File: src/sv/bzs_pkg.sv
package bzs_pkg;

  localparam int TF = 30;                 // fractional bits of t
  localparam int SH = TF - 15;            // Q1.15 to internal scale
  localparam int VW = TF + 10;            // signed working width
  localparam int MW = VW - 1;             // magnitude width
  localparam int LO_W = 20;               // low slice of the split multiply
  localparam int HI_W = MW - LO_W;
  localparam int MAX_ITERATIONS = 16;
  localparam int IT_W = $clog2(MAX_ITERATIONS + 1);

  localparam int NUM_REGS = 7;
  localparam logic [2:0] REG_START = 3'd0;
  localparam logic [2:0] REG_END   = 3'd1;
  localparam logic [2:0] REG_AINST = 3'd2;
  localparam logic [2:0] REG_AVAL  = 3'd3;
  localparam logic [2:0] REG_BINST = 3'd4;
  localparam logic [2:0] REG_BVAL  = 3'd5;
  localparam logic [2:0] REG_TOL   = 3'd6;

  // one step of the restoring divider as it travels down the chain
  typedef struct packed {
    logic          vld;
    logic          ovf;
    logic [VW-1:0] r;
    logic [MW-1:0] m;
    logic [TF:0]   q;
  } div_cell_t;

endpackage

File: src/sv/bzs_mul.sv
module bzs_mul (
  input  logic                         clk,
  input  logic                         rst_n,
  input  logic                         start,
  input  logic signed [bzs_pkg::VW-1:0] v,
  input  logic        [bzs_pkg::TF:0]   t,
  output logic                         done,
  output logic signed [bzs_pkg::VW-1:0] res
);
  import bzs_pkg::*;

  logic [1:0]             ph_r;
  logic                   neg_r;
  logic [MW-1:0]          mag_r;
  logic [TF:0]            t_r;
  logic [LO_W+TF:0]       lo_r;
  logic [HI_W+TF:0]       hi_r;
  logic                   done_r;
  logic signed [VW-1:0]   res_r;
  logic [MW+TF:0]         sum;
  logic [MW-1:0]          shr;

  // recombine partial products and drop the fraction
  assign sum = ((MW+TF+1)'(hi_r) << LO_W) + (MW+TF+1)'(lo_r);
  assign shr = sum[MW+TF-1:TF];

  always_ff @(posedge clk) begin
    if (!rst_n) begin
      ph_r   <= 2'd0;
      done_r <= 1'b0;
    end else begin
      done_r <= 1'b0;
      case (ph_r)
        2'd0: begin
          if (start) begin
            neg_r <= v[VW-1];
            mag_r <= v[VW-1] ? MW'(-v) : MW'(v);
            t_r   <= t;
            ph_r  <= 2'd1;
          end
        end
        2'd1: begin
          lo_r <= mag_r[LO_W-1:0] * t_r;
          ph_r <= 2'd2;
        end
        2'd2: begin
          hi_r <= mag_r[MW-1:LO_W] * t_r;
          ph_r <= 2'd3;
        end
        default: begin
          res_r  <= neg_r ? -$signed({1'b0, shr}) : $signed({1'b0, shr});
          done_r <= 1'b1;
          ph_r   <= 2'd0;
        end
      endcase
    end
  end

  assign done = done_r;
  assign res  = res_r;

endmodule

File: config.mk
export PLATFORM = sky130hd
export DESIGN_NAME = bzs_mul
export DESIGN_NICKNAME = d
export VERILOG_FILES = /design/src/sv/bzs_pkg.sv /design/src/sv/bzs_mul.sv
export SDC_FILE = /design/constraint.sdc
export NUM_CORES = 2
export LEC_CHECK = 0
export CORE_MARGIN = 3
export CORE_UTILIZATION = 39
export CTS_BUF_LIST = sky130_fd_sc_hd__clkbuf_4 sky130_fd_sc_hd__clkbuf_8
export DETAILED_ROUTE_END_ITERATION = 16
export DONT_BUFFER_PORTS = 1
export GPL_TIMING_DRIVEN = 0
export PLACE_DENSITY = 0.59
export RECOVER_POWER = 25
export SYNTH_ARGS = -nofsm -noshare
export SYNTH_HDL_FRONTEND = slang
export SYNTH_SLANG_ARGS = --single-unit
File: constraint.sdc
create_clock -name clk -period 8.7 [get_ports clk]
set_input_delay 0.435 -clock clk [delete_from_list [all_inputs] [get_ports clk]]
set_output_delay 0.435 -clock clk [all_outputs]
set_load 0.1 [all_outputs]
==> run metrics <==
first-pass GRT wire length between 200000 and 250000 um; most frequent CP cell fa_1; drt first pass iters 6; distinct cell type count of the synthesized netlist 89; unrepaired setup endpoints after global routing true; die area around 130000 um^2; total clock sinks 194; Slew Viols, Final 41; Clock Skew 0.0339 ns; Yosys warnings 0; number of remaining DRC errors 0; FILL cells 11900; fmax between 100 and 150 MHz; initial antenna violation count 30; P&R area growth vs syn 7.17%; IO Port Bufs 0; RePlAce Congestion 0.992; failing checks capacitance limit, slew limit; IO Count roughly 120; Post-synth EDFFs 191; nature of the critical path endpoint register; register area share after synthesis 0.121; largest net degree at the start of global routing 59; multi-input logic area 36800 um^2; worst r2r path cells 25; H-tree depth 4; most common cell after layout, fill and taps aside inv_1; fraction of layout cells with a size suffix above 1 0.0279; final hold vios 0; Max FO, Critical Path 10; Syn Nets 6570; Longest Clk Path Bufs 2; status finished with violations; max_slew headroom -0.416; max_cap viols 1; Post-synth ARST share 0; CTS Root Cell clkbuf_8; Critical-path top delay cell buf_2; Clock Latency Late Sink 0.66 ns; Final min period around 8.5 ns; Overflow after GRT 0; std cell rows ~130; Wirelength per Cell about 24 um; CTS tree yes; Crit path required time between 9 and 10 ns; Inserted Clock Buffers 17; Die W 356 um; DP HPWL roughly 140000 um; FF+latch count, synth 194; Mapped Cells about 5200; most frequent cells in the layout inv_1, fa_1, nand2_1, and2_1, ha_1; CP peak stage delay 0.59 ns; vias per cell approximately 5.3; vias in the first global route 38300; vias post-DR 36600; Final period util 0.982; Final Net Count between 6000 and 7000; Setup Crit Path Kind reg -> reg; Initial Util 0.396; Worst Hold Class in -> reg; post-route cell area 51100 um^2; syn avg cell area 9.24 um^2; register area 5800 um^2; CTS clk-pin slew, worst paths approximately 0.14 ns; dpl cell area around 50000 um^2; Detailed Route Iter0 Violations 3309; Routed Antenna Nets 0; WP data arrival approximately 9.0 ns; mapped cell area 47700 um^2; core area 121000 um^2; setup violators final 0; die height ~360 um; Main synth FF type edfxtp_1; Hold Crit Depth 2; gr usage total 0.266; crit start category register; worst slew pin tran 2.12 ns; Total Wirelength between 150000 and 200000 um
## layer usage
metal | wire length (um) | vias up | track usage
li1 | - | 15800 | -
met5 | 50 | - | 0
met3 | 16600 | 384 | 0.0614
met2 | 71300 | 1718 | 0.408
met4 | 8930 | 6 | 0.128
met1 | 67000 | 18700 | 0.355
## Yosys cell counts, types with 42 or more instances
library cell | instances | share of area
a21o_1 | 51 | 0.0080
and2_1 | 487 | 0.064
xnor2_1 | 121 | 0.022
nand3_1 | 42 | 0.0044
xor2_1 | 49 | 0.0090
fa_1 | 1008 | 0.42
o21ai_0 | 100 | 0.010
ha_1 | 326 | 0.085
nand2_1 | 843 | 0.066
inv_1 | 1097 | 0.086
a21oi_1 | 118 | 0.012
edfxtp_1 | 191 | 0.12
nor2_1 | 68 | 0.0053
clkbuf_1 | 273 | 0.021
## worst max-delay path: cells and delay by family, from the launching register on
kind | cells | cell delay [ns]
AND/OR/NAND/NOR | 4 | 1.13
XOR/XNOR | 1 | 0.33
flip-flops | 1 | 0.39
AO/OA/AOI/OAI | 5 | 1.17
buffers and inverters | 7 | 1.38
adder cells (fa/ha/maj) | 8 | 3.90
## repair_timing
action	4_1_cts	5_1_grt
buffers inserted	2	0
pin swaps	1	0
gates resized for setup	44	86
hold endpoints to repair	74	0
hold buffers	73	0
setup endpoints to repair	26	21
## registers in the layout (all words and copies together) (netlist names)
name	cells
hi_r	49
ph_r	2
done	1
lo_r	31
res	40
neg_r	1
mag_r	39
t_r	31
## cell type report
cell class	instances	share of cell area
multi-input combinational	3591	0.719
sequential	194	0.113
antenna	15	0.000734
tap	1612	0.0394
timing repair buffer	78	0.0156
clock buffer	17	0.00458
buffer	279	0.0227
clock inverter	15	0.00391
inverter	1097	0.0805
## kinds of logic after synthesis
family	share of synthesized area
and+or+nand+nor	0.169
AOI/OAI and AO/OA	0.0602
buffers and inverters	0.109
muxes	0.00126
xor gates and xnor gates	0.0312
DFF	0.121
adders and majority gates	0.508
## per-stage QoR
| step | setup WS, ns | util | hold WS [ns] | cells | TNS (ns) |
|---|---|---|---|---|---|
| floorplan | 1.40 | - | 0.518 | 5162 | 0 |
| global placement | -1.21 | 0.412 | 0.534 | 6774 | -16.18 |
| detailed placement | -1.25 | 0.413 | 0.534 | 6777 | -16.33 |
| CTS | 0.00533 | 0.423 | 0.0159 | 6884 | 0 |
| global route | -0.0420 | 0.424 | 0.0856 | 6886 | -0.0470 |
| finish | 0.155 | 0.424 | 0.0782 | 6898 | 0 |
## path summary, 6_finish.rpt
kind | from | endpoint | slack [ns]
setup / recovery | t_r[22] | lo_r[50] | 0.15
hold reg to reg | ph_r[1] | ph_r[1] | 0.59
hold / removal | v[34] | mag_r[36] | 0.08
setup reg to reg | t_r[22] | lo_r[50] | 0.15
Power is left out: the tool's default activity adds up to more than one toggle a clock period on the data nets, which glitch-free logic cannot reach.
